File: src/ffbta_pkg.sv
`default_nettype none

package ffbta_pkg;

    // heap geometry
    localparam int HEAP_BYTES = 65536;
    localparam int TAG_WORDS  = HEAP_BYTES / 4;
    localparam int TAG_AW     = $clog2(TAG_WORDS);
    localparam int BA_W       = 17;
    localparam int BYTES_W    = 18;
    localparam int TAG_W      = 32;

    localparam logic [BA_W-1:0] WALK_START = 17'd8;
    localparam logic [BA_W-1:0] HEAP_CAP   = 17'(HEAP_BYTES);
    localparam logic [BA_W-1:0] INIT_END   = 17'd4112;
    localparam int              INIT_WORDS = 6;
    localparam int              INIT_CW    = $clog2(INIT_WORDS);

    // configuration registers
    localparam int CFG_W = 17;
    localparam logic [CFG_W-1:0] CHUNK_RESET = 17'd4096;
    localparam logic [CFG_W-1:0] LIMIT_RESET = 17'd65536;
    localparam logic REG_CHUNK = 1'b0;
    localparam logic REG_LIMIT = 1'b1;

    // request and result codes
    localparam logic REQ_ALLOC = 1'b0;
    localparam logic REQ_FREE  = 1'b1;
    localparam logic [1:0] STAT_OK   = 2'd0;
    localparam logic [1:0] STAT_OOM  = 2'd1;
    localparam logic [1:0] STAT_ZERO = 2'd2;

    // datapath commands
    typedef enum logic [5:0] {
        CMD_NOP,
        CMD_INIT,
        CMD_START,
        CMD_DISP,
        CMD_WALK_RD,
        CMD_WALK_STEP,
        CMD_GROW_SZ,
        CMD_GROW_TST,
        CMD_GROW_RD,
        CMD_GROW_W0,
        CMD_GROW_W1,
        CMD_GROW_W2,
        CMD_MRG_RD0,
        CMD_MRG_RD1,
        CMD_MRG_CHK,
        CMD_MRG_PRD,
        CMD_MRG_PSUB,
        CMD_MRG_WH,
        CMD_MRG_WF,
        CMD_PLACE_RD,
        CMD_PLACE_LAT,
        CMD_PLACE_W0,
        CMD_PLACE_SW1,
        CMD_PLACE_SW2,
        CMD_PLACE_NRD,
        CMD_PLACE_NW,
        CMD_LIVE_RD,
        CMD_LIVE_STEP,
        CMD_REL_W0,
        CMD_REL_W1,
        CMD_REL_RD,
        CMD_REL_W2,
        CMD_EMIT
    } cmd_t;

    // datapath status toward the controller
    typedef struct packed {
        logic init_last;
        logic is_free;
        logic zero_req;
        logic in_range;
        logic s_zero;
        logic hit;
        logic bp_gt;
        logic bp_eq;
        logic live;
        logic grow_fail;
        logic prev_used;
        logic foot;
        logic rem_ge8;
    } dp_stat_t;

    // build a tag word from size and flag bits
    function automatic logic [TAG_W-1:0] mk_tag(input logic [BA_W-1:0] size,
                                                 input logic prev, input logic alloc);
        mk_tag = {{(TAG_W-BA_W){1'b0}}, size[BA_W-1:3], 1'b0, prev, alloc};
    endfunction

    // words written after reset: pad, prologue, first chunk, epilogue
    function automatic logic [BA_W-1:0] init_addr(input logic [INIT_CW-1:0] idx);
        case (idx)
            3'd0:    init_addr = 17'd0;
            3'd1:    init_addr = 17'd4;
            3'd2:    init_addr = 17'd8;
            3'd3:    init_addr = 17'd12;
            3'd4:    init_addr = 17'd4104;
            default: init_addr = 17'd4108;
        endcase
    endfunction

    function automatic logic [TAG_W-1:0] init_data(input logic [INIT_CW-1:0] idx);
        case (idx)
            3'd0:    init_data = '0;
            3'd1:    init_data = mk_tag(17'd8, 1'b0, 1'b1);
            3'd2:    init_data = mk_tag(17'd8, 1'b0, 1'b1);
            3'd3:    init_data = mk_tag(17'd4096, 1'b1, 1'b0);
            3'd4:    init_data = mk_tag(17'd4096, 1'b0, 1'b0);
            default: init_data = mk_tag(17'd0, 1'b0, 1'b1);
        endcase
    endfunction

endpackage

`default_nettype wire

File: src/ffbta_ctrl.sv
`default_nettype none

module ffbta_ctrl (
    input  wire logic                clk,
    input  wire logic                rst_n,
    input  wire ffbta_pkg::dp_stat_t stat,
    input  wire logic                in_valid,
    output logic                     in_ready,
    output logic                     out_valid,
    input  wire logic                out_ready,
    output ffbta_pkg::cmd_t          cmd
);
    import ffbta_pkg::*;

    typedef enum logic [31:0] {
        S_INIT      = 32'h0000_0001,
        S_IDLE      = 32'h0000_0002,
        S_DISP      = 32'h0000_0004,
        S_FIND_RD   = 32'h0000_0008,
        S_FIND_CHK  = 32'h0000_0010,
        S_GROW_SZ   = 32'h0000_0020,
        S_GROW_TST  = 32'h0000_0040,
        S_GROW_RD   = 32'h0000_0080,
        S_GROW_W0   = 32'h0000_0100,
        S_GROW_W1   = 32'h0000_0200,
        S_GROW_W2   = 32'h0000_0400,
        S_MRG_RD0   = 32'h0000_0800,
        S_MRG_RD1   = 32'h0000_1000,
        S_MRG_CHK   = 32'h0000_2000,
        S_MRG_PRD   = 32'h0000_4000,
        S_MRG_PSUB  = 32'h0000_8000,
        S_MRG_WH    = 32'h0001_0000,
        S_MRG_WF    = 32'h0002_0000,
        S_PLACE_RD  = 32'h0004_0000,
        S_PLACE_LAT = 32'h0008_0000,
        S_PLACE_W0  = 32'h0010_0000,
        S_PLACE_SW1 = 32'h0020_0000,
        S_PLACE_SW2 = 32'h0040_0000,
        S_PLACE_NRD = 32'h0080_0000,
        S_PLACE_NW  = 32'h0100_0000,
        S_LIVE_RD   = 32'h0200_0000,
        S_LIVE_CHK  = 32'h0400_0000,
        S_REL_W0    = 32'h0800_0000,
        S_REL_W1    = 32'h1000_0000,
        S_REL_RD    = 32'h2000_0000,
        S_REL_W2    = 32'h4000_0000,
        S_DONE      = 32'h8000_0000
    } state_t;

    state_t state_reg, state_next;
    logic   out_valid_reg, out_valid_next;
    logic   slot_free;
    state_t merge_exit;

    assign in_ready   = (state_reg == S_IDLE);
    assign out_valid  = out_valid_reg;
    assign slot_free  = !out_valid_reg || out_ready;
    assign merge_exit = stat.is_free ? S_DONE : S_PLACE_RD;

    // sequencer
    always_comb
    begin
        state_next     = state_reg;
        cmd            = CMD_NOP;
        out_valid_next = out_valid_reg && !out_ready;
        unique case (state_reg)
            S_INIT:
            begin
                cmd = CMD_INIT;
                if (stat.init_last)
                begin
                    state_next = S_IDLE;
                end
            end
            S_IDLE:
            begin
                if (in_valid)
                begin
                    cmd        = CMD_START;
                    state_next = S_DISP;
                end
            end
            S_DISP:
            begin
                cmd = CMD_DISP;
                if (stat.is_free)
                begin
                    state_next = S_LIVE_RD;
                end
                else if (stat.zero_req)
                begin
                    state_next = S_DONE;
                end
                else
                begin
                    state_next = S_FIND_RD;
                end
            end
            // first-fit walk
            S_FIND_RD:
            begin
                cmd        = CMD_WALK_RD;
                state_next = stat.in_range ? S_FIND_CHK : S_GROW_SZ;
            end
            S_FIND_CHK:
            begin
                cmd = CMD_WALK_STEP;
                if (stat.s_zero)
                begin
                    state_next = S_GROW_SZ;
                end
                else if (stat.hit)
                begin
                    state_next = S_PLACE_RD;
                end
                else
                begin
                    state_next = S_FIND_RD;
                end
            end
            // heap growth
            S_GROW_SZ:
            begin
                cmd        = CMD_GROW_SZ;
                state_next = S_GROW_TST;
            end
            S_GROW_TST:
            begin
                cmd        = CMD_GROW_TST;
                state_next = stat.grow_fail ? S_DONE : S_GROW_RD;
            end
            S_GROW_RD:
            begin
                cmd        = CMD_GROW_RD;
                state_next = S_GROW_W0;
            end
            S_GROW_W0:
            begin
                cmd        = CMD_GROW_W0;
                state_next = S_GROW_W1;
            end
            S_GROW_W1:
            begin
                cmd        = CMD_GROW_W1;
                state_next = S_GROW_W2;
            end
            S_GROW_W2:
            begin
                cmd        = CMD_GROW_W2;
                state_next = S_MRG_RD0;
            end
            // coalesce
            S_MRG_RD0:
            begin
                cmd        = CMD_MRG_RD0;
                state_next = S_MRG_RD1;
            end
            S_MRG_RD1:
            begin
                cmd        = CMD_MRG_RD1;
                state_next = S_MRG_CHK;
            end
            S_MRG_CHK:
            begin
                cmd        = CMD_MRG_CHK;
                state_next = stat.prev_used ? S_MRG_WH : S_MRG_PRD;
            end
            S_MRG_PRD:
            begin
                cmd        = CMD_MRG_PRD;
                state_next = S_MRG_PSUB;
            end
            S_MRG_PSUB:
            begin
                cmd        = CMD_MRG_PSUB;
                state_next = S_MRG_WH;
            end
            S_MRG_WH:
            begin
                cmd        = CMD_MRG_WH;
                state_next = stat.foot ? S_MRG_WF : merge_exit;
            end
            S_MRG_WF:
            begin
                cmd        = CMD_MRG_WF;
                state_next = merge_exit;
            end
            // placement with optional split
            S_PLACE_RD:
            begin
                cmd        = CMD_PLACE_RD;
                state_next = S_PLACE_LAT;
            end
            S_PLACE_LAT:
            begin
                cmd        = CMD_PLACE_LAT;
                state_next = S_PLACE_W0;
            end
            S_PLACE_W0:
            begin
                cmd        = CMD_PLACE_W0;
                state_next = stat.rem_ge8 ? S_PLACE_SW1 : S_PLACE_NRD;
            end
            S_PLACE_SW1:
            begin
                cmd        = CMD_PLACE_SW1;
                state_next = S_PLACE_SW2;
            end
            S_PLACE_SW2:
            begin
                cmd        = CMD_PLACE_SW2;
                state_next = S_DONE;
            end
            S_PLACE_NRD:
            begin
                cmd        = CMD_PLACE_NRD;
                state_next = S_PLACE_NW;
            end
            S_PLACE_NW:
            begin
                cmd        = CMD_PLACE_NW;
                state_next = S_DONE;
            end
            // free: check the block is live, then release
            S_LIVE_RD:
            begin
                cmd        = CMD_LIVE_RD;
                state_next = stat.in_range ? S_LIVE_CHK : S_DONE;
            end
            S_LIVE_CHK:
            begin
                cmd = CMD_LIVE_STEP;
                if (stat.s_zero || stat.bp_gt)
                begin
                    state_next = S_DONE;
                end
                else if (stat.bp_eq)
                begin
                    state_next = stat.live ? S_REL_W0 : S_DONE;
                end
                else
                begin
                    state_next = S_LIVE_RD;
                end
            end
            S_REL_W0:
            begin
                cmd        = CMD_REL_W0;
                state_next = S_REL_W1;
            end
            S_REL_W1:
            begin
                cmd        = CMD_REL_W1;
                state_next = S_REL_RD;
            end
            S_REL_RD:
            begin
                cmd        = CMD_REL_RD;
                state_next = S_REL_W2;
            end
            S_REL_W2:
            begin
                cmd        = CMD_REL_W2;
                state_next = S_MRG_RD0;
            end
            // hand the result to the output register
            S_DONE:
            begin
                if (slot_free)
                begin
                    cmd            = CMD_EMIT;
                    out_valid_next = 1'b1;
                    state_next     = S_IDLE;
                end
            end
            default:
            begin
                state_next = S_IDLE;
            end
        endcase
    end

    always_ff @(posedge clk or negedge rst_n)
    begin
        if (!rst_n)
        begin
            state_reg     <= S_INIT;
            out_valid_reg <= 1'b0;
        end
        else
        begin
            state_reg     <= state_next;
            out_valid_reg <= out_valid_next;
        end
    end

endmodule

`default_nettype wire

File: config.mk
export PLATFORM = sky130hd
export DESIGN_NAME = ffbta_ctrl
export DESIGN_NICKNAME = d
export VERILOG_FILES = /design/src/ffbta_pkg.sv /design/src/ffbta_ctrl.sv
export SDC_FILE = /design/constraint.sdc
export NUM_CORES = 1
export LEC_CHECK = 0
export ABC_AREA = 1
export BUFFER_PORTS_ARGS = -buffer_cell sky130_fd_sc_hd__buf_4
export CAP_MARGIN = 15
export CORE_MARGIN = 2
export CORE_UTILIZATION = 40
export DETAILED_ROUTE_END_ITERATION = 8
export GPL_ROUTABILITY_DRIVEN = 1
export PLACE_DENSITY = 0.63
export SYNTH_ARGS = -nofsm -noshare
export SYNTH_HDL_FRONTEND = slang
export SYNTH_SLANG_ARGS = --single-unit
export TNS_END_PERCENT = 20
File: constraint.sdc
create_clock -name clk -period 1.98 [get_ports clk]
set_input_delay 0.297 -clock clk [delete_from_list [all_inputs] [get_ports clk]]
set_output_delay 0.297 -clock clk [all_outputs]
set_load 0.1 [all_outputs]
### After elaboration in Yosys (flattened, before gate mapping)

Cells that the tools add are included.

* output and inout bits: 8
* register bits after elaboration: 33
* input port bits: 17
* logic and storage cells: 68

* multiplexer cells: 23
* equal/unequal tests: 35
* reductions and logical operators: 8

Operator list (count)
* $pmux W32 S30: 1
* $mux W32: 12
* $pmux W6 S32: 1
* $mux W19: 2
* $eq A32 B1 Y1 const B: 1
* $eq A32 B10 Y1 const B: 1
* $eq A32 B11 Y1 const B: 1
* $eq A32 B12 Y1 const B: 1
* $eq A32 B13 Y1 const B: 1
* $eq A32 B14 Y1 const B: 1
* $eq A32 B15 Y1 const B: 1
* $eq A32 B16 Y1 const B: 1
* $eq A32 B17 Y1 const B: 1
* $eq A32 B18 Y1 const B: 1
* $eq A32 B19 Y1 const B: 1
* $eq A32 B2 Y1 const B: 1
* $eq A32 B20 Y1 const B: 1
* $eq A32 B21 Y1 const B: 1
* $eq A32 B22 Y1 const B: 1
* $eq A32 B23 Y1 const B: 1
* $eq A32 B24 Y1 const B: 1
* $eq A32 B25 Y1 const B: 1
* $eq A32 B26 Y1 const B: 1
* $eq A32 B27 Y1 const B: 1
* 23 further kinds: 30

### Logic depth before layout (Yosys ltp)

* depth in word-level cells: 4
* depth in mapped cells: 12
* mapped depth without buffers: 12

### Least setup slack after synthesis

No wires, ideal clock.

* path type: register to output
* start: register state_reg[14]
* end: output cmd[1]
* stages on the path, launching flop included: 10
* slack: -1.085 ns
* data arrival time: 2.768 ns
* path buffers: 0
* data required time: 1.683 ns
* cell sequence: dfrtp_1 -> nor2_2 -> nand2_2 -> nor2_4 -> nand2_1 -> nor2_2 -> nand2_1 -> nand3_1 -> nor2_1 -> nand3_1

* cells in the longest elaborated chain, start to end: 2
* elaborated cells between the ends (all ways): 33
* classes of those cells: eq/ne (32); mux (1)

RTL lines
* from (decl): line ffbta_ctrl.sv:50 `state_t state_reg, state_next;`
* from (signal assigned): line ffbta_ctrl.sv:292 `state_reg <= state_next;`
* $eq A32 B2 Y1
* net in_ready: line ffbta_ctrl.sv:8 `output logic in_ready,`
* $pmux W6 S32: line ffbta_ctrl.sv:66 `unique case (state_reg)`
* to (decl): line ffbta_ctrl.sv:11 `output ffbta_pkg::cmd_t cmd`

The timed path passes the listed nets, and every way through them passes these cells.

### Final worst setup path

* start: register state_reg[11]
* end: output cmd[0]

* cells in the longest elaborated chain, start to end: 2
* elaborated cells between the ends (all ways): 33
* classes of those cells: eq/ne (32); mux (1)

RTL lines (line)
* $eq A32 B32 Y1 (tied with other cells): ffbta_ctrl.sv:66
* $pmux W6 S32 *: ffbta_ctrl.sv:66

Mark *: on every way between the ends. The rest lies on a longest branch, timed or not.

==> parameters.txt <==
Parameter                              Value

Synth
  Avg Inst Size Synth ... 6.827 µm²
  Biggest area consumer among synthesized cells ... sky130_fd_sc_hd__dfrtp_1
  Portion of synthesized cell area occupied by the leading cell type ... 33.90%
  Mapped cell area ... 0.002362 mm²
  Library cells used by synthesis ... 28
  #FFs+latches synth ... 33
  Sequential-to-total area share from yosys stat ... 35.01%
  Syn_nets ... 363
  Syn. warnings ... 0
  Count of mapped cells out of synthesis ... 346
  Cells taking the most area after synthesis ... sky130_fd_sc_hd__dfrtp_1 34%, sky130_fd_sc_hd__nor2_1 14%, sky130_fd_sc_hd__nand2_1 10%

Min path
  Class of the most critical hold timing path ... primary input to flip-flop

Finish
  Most frequent standard cell in the layout excluding fill and tap cells ... sky130_fd_sc_hd__buf_4
  Fraction of final layout cells with drive strength greater than 1 ... 45.08%
  Nets@finish ... 504
  Area added between synthesis and finish ... 64.25%
  Max reg flops ... 32
  Antenna Diode Count ... 0
  Post-route cell area ... 0.003880 mm²
  Final design utilization ... 69.19%
  Final std cells w/o fill ... 560
  Commonest cells after routing, fill and taps aside ... 120 x sky130_fd_sc_hd__buf_4, 77 x sky130_fd_sc_hd__nor2_1, 54 x sky130_fd_sc_hd__nand2_1

Place
  DP Worst Slack ... -0.2349 ns
  Area after DPL ... 0.003363 mm²
  Cell count after placement ... 537
  Final weighted congestion in routability-driven placement ... 0.9074
  Port bufs ... 24
  Half-perimeter wire length after placement ... 5325 µm

Critical path
  Slowest library cell on the worst path ... sky130_fd_sc_hd__dfrtp_1
  Critical Path Fanout Max ... 9
  WP data required ... 1.68 ns
  Slowest cell delay on critical path ... 0.41 ns
  Arrival time of the worst setup path ... 2.10 ns
  Crit Path Class ... flip-flop to output pin
  Kind of capture point of the worst setup path ... output pin
  Nature of the critical path startpoint ... flip-flop
  Internal reg-to-reg setup slack ... 0.14 ns
  Ordered list of cells on the worst path ... nor2_4 -> nand2_2 -> nor2_4 -> buf_12 -> nand2_8 -> buf_4 -> nor2_1 -> nor4_2 -> nand3b_1 -> buf_12

Clocking
  Clock Path Buffers ... 2
  Clk sinks ... 33
  TritonCTS clock tree ... yes
  Clock-pin slew reported for the worst setup and hold paths after clock tree synthesis ... 0.07 ns
  Clock buffer count from CTS ... 5
  Root Driver ... sky130_fd_sc_hd__clkbuf_8
  H-tree levels ... 2
  Clock network latency to the later pin of the worst-skew pair ... 0.29 ns

Timing
  Final-layout worst hold slack ... 0.1622 ns
  Final Skew ... 0.008938 ns
  Timing-limited maximum frequency ... 0.4177 GHz
  Worst-case setup margin in the final layout ... -0.4139 ns
  Final critical-path share of the clock period ... 120.9%
  Setup repair after global routing missed its margin ... true
  Pins Over Slew Limit ... 0
  Endpoints failing hold ... 0
  Worst slew margin relative to its limit ... 70.68%
  Transition time of the tightest slew-check pin ... 0.4358 ns
  Clock period minus final worst setup slack ... 2.394 ns
  Setup-violating endpoint count in the final report ... 7

Status
  Violated checks ... negative setup slack
  Outcome ... finished, violations left

Floorplan
  Die footprint ... 0.006537 mm²
  Die extent in y ... 80.85 µm
  Initial standard-cell utilization of the core ... 42.12%
  Number of placement rows ... 27
  Top-level port count ... 25
  CORE AREA ... 0.005608 mm²
  Die Width ... 80.85 µm

Drt
  Detailed-route via count ... 2737
  Post-route DRC ... 0
  Number of nets still failing antenna checks after routing ... 0
  Total wire length after detailed routing ... 7373 µm
  Detailed-route wire length per cell ... 13.17 µm
  Routed via count divided by cell count ... 4.888
  Violation count after the first detailed-route iteration ... 164
  Detailed-routing iteration count for the pre-antenna-repair pass ... 4

Run
  Max_cap viols ... 0

Global route
  Largest net degree at the start of global routing ... 34
  First-pass GRT wire length ... 12140 µm
  Number of global-route vias before repair ... 2810
  Global-route usage over all layers ... 24.14%
  Residual overflow from global routing ... 0
  Number of antenna violations at the first check in global routing ... 0

Power and ir drop
  Power density over the cells ... 818.8 mW/mm²
  Leakage power of the design ... 2.027 nW
  Peak ir drop on the vdd network ... 1219 µV
final cells by class:
type	count	area, µm²
fillers	467	1728
multi-input cells	265	1558
repair buffers	137	1156
flip-flops and latches	33	827.0
inverters	45	168.9
well taps	72	90.09
clock buffers	8	80.08
metrics by stage:
step / power [W] / TNS, ns
4_1_cts: 0.003145 / -2.208
5_1_grt: 0.003327 / -3.054
3_3_place_gp: 0.002197 / -1.047
3_5_place_dp: 0.002220 / -1.190
2_1_floorplan: 0.001679 / -2.358
6_report: 0.003177 / -2.382
final timing paths:
| check | from | to | depth (start not counted) |
|---|---|---|---|
| setup / recovery | state_reg[11]$_DFFE_PN0P_ | cmd[0] | 10 |
| hold / removal | stat[0] | state_reg[23]$_DFFE_PN0P_ | 2 |
| setup reg to reg | state_reg[11]$_DFFE_PN0P_ | state_reg[1]$_DFFE_PN0P_ | 13 |
| hold reg to reg | out_valid$_DFF_PN0_ | out_valid$_DFF_PN0_ | 2 |
| max in group asynchronous | rst_n | state_reg[0]$_DFFE_PN1P_ | 2 |
| min in group asynchronous | rst_n | state_reg[1]$_DFFE_PN0P_ | 2 |
where the power goes:
group          internal (W)  total (W)  leakage, nW  switching, W
Sequential         0.000705   0.000731        0.454     0.0000254
Clock              0.000250   0.000497       0.0395      0.000247
Combinational      0.000850    0.00195         1.53       0.00110
timing repair:
item,4_1_cts,5_1_grt
gates resized for setup,61,15
setup buffers,12,2
cloned,1,0
hold buffers,1,0
pin swaps,21,12
setup endpoints to repair,7,8
hold endpoints to repair,32,0
routing by layer:
| metal | track usage, % | wire length (µm) | up-vias | share of wire, % |
|---|---|---|---|---|
| li1 | - | - | 1383 | - |
| met1 | 29.50 | 3143 | 1242 | 43 |
| met2 | 40.91 | 3654 | 85 | 50 |
| met3 | 4.778 | 338 | 27 | 4.6 |
| met4 | 11.19 | 237 | 0 | 3.2 |
| met5 | 0 | 0 | - | 0 |
cells in the mapped netlist:
library cell	n
sky130_fd_sc_hd__nor3_1	9
sky130_fd_sc_hd__nor3_2	1
sky130_fd_sc_hd__a21oi_2	3
sky130_fd_sc_hd__clkinv_1	1
sky130_fd_sc_hd__buf_6	2
sky130_fd_sc_hd__nand2_2	6
sky130_fd_sc_hd__a21oi_1	10
sky130_fd_sc_hd__nor3b_2	1
sky130_fd_sc_hd__o22ai_1	2
sky130_fd_sc_hd__a31oi_1	1
sky130_fd_sc_hd__nand3b_1	5
sky130_fd_sc_hd__nor4_1	4
sky130_fd_sc_hd__nor2_1	90
sky130_fd_sc_hd__nor2_8	3
sky130_fd_sc_hd__inv_1	42
sky130_fd_sc_hd__nand2_1	63
sky130_fd_sc_hd__nand3_1	30
sky130_fd_sc_hd__nand2_4	4
sky130_fd_sc_hd__dfstp_2	1
sky130_fd_sc_hd__nor2_4	7
sky130_fd_sc_hd__nor2_2	14
sky130_fd_sc_hd__dfrtp_1	32
sky130_fd_sc_hd__and2_1	1
sky130_fd_sc_hd__buf_2	2
sky130_fd_sc_hd__nand4_1	6
sky130_fd_sc_hd__o32ai_2	1
sky130_fd_sc_hd__inv_2	2
sky130_fd_sc_hd__o21ai_0	3
logic make-up (layout without fill, tap and decap cells):
logic type / Yosys count / after routing / share of synthesized area, %
AND/OR/NAND/NOR: 244 / 245 / 51.11
buffers and inverters: 49 / 190 / 8.527
flip-flops: 33 / 33 / 35.01
AO/OA/AOI/OAI: 20 / 20 / 5.350
worst max-delay path: cells and delay by family, from the launching register on:
family                 cells  cell delay (ns)
buffers and inverters      3             0.49
flip-flops                 1             0.41
AND/OR/NAND/NOR            7             0.90
(Power assumes the default switching activity.)
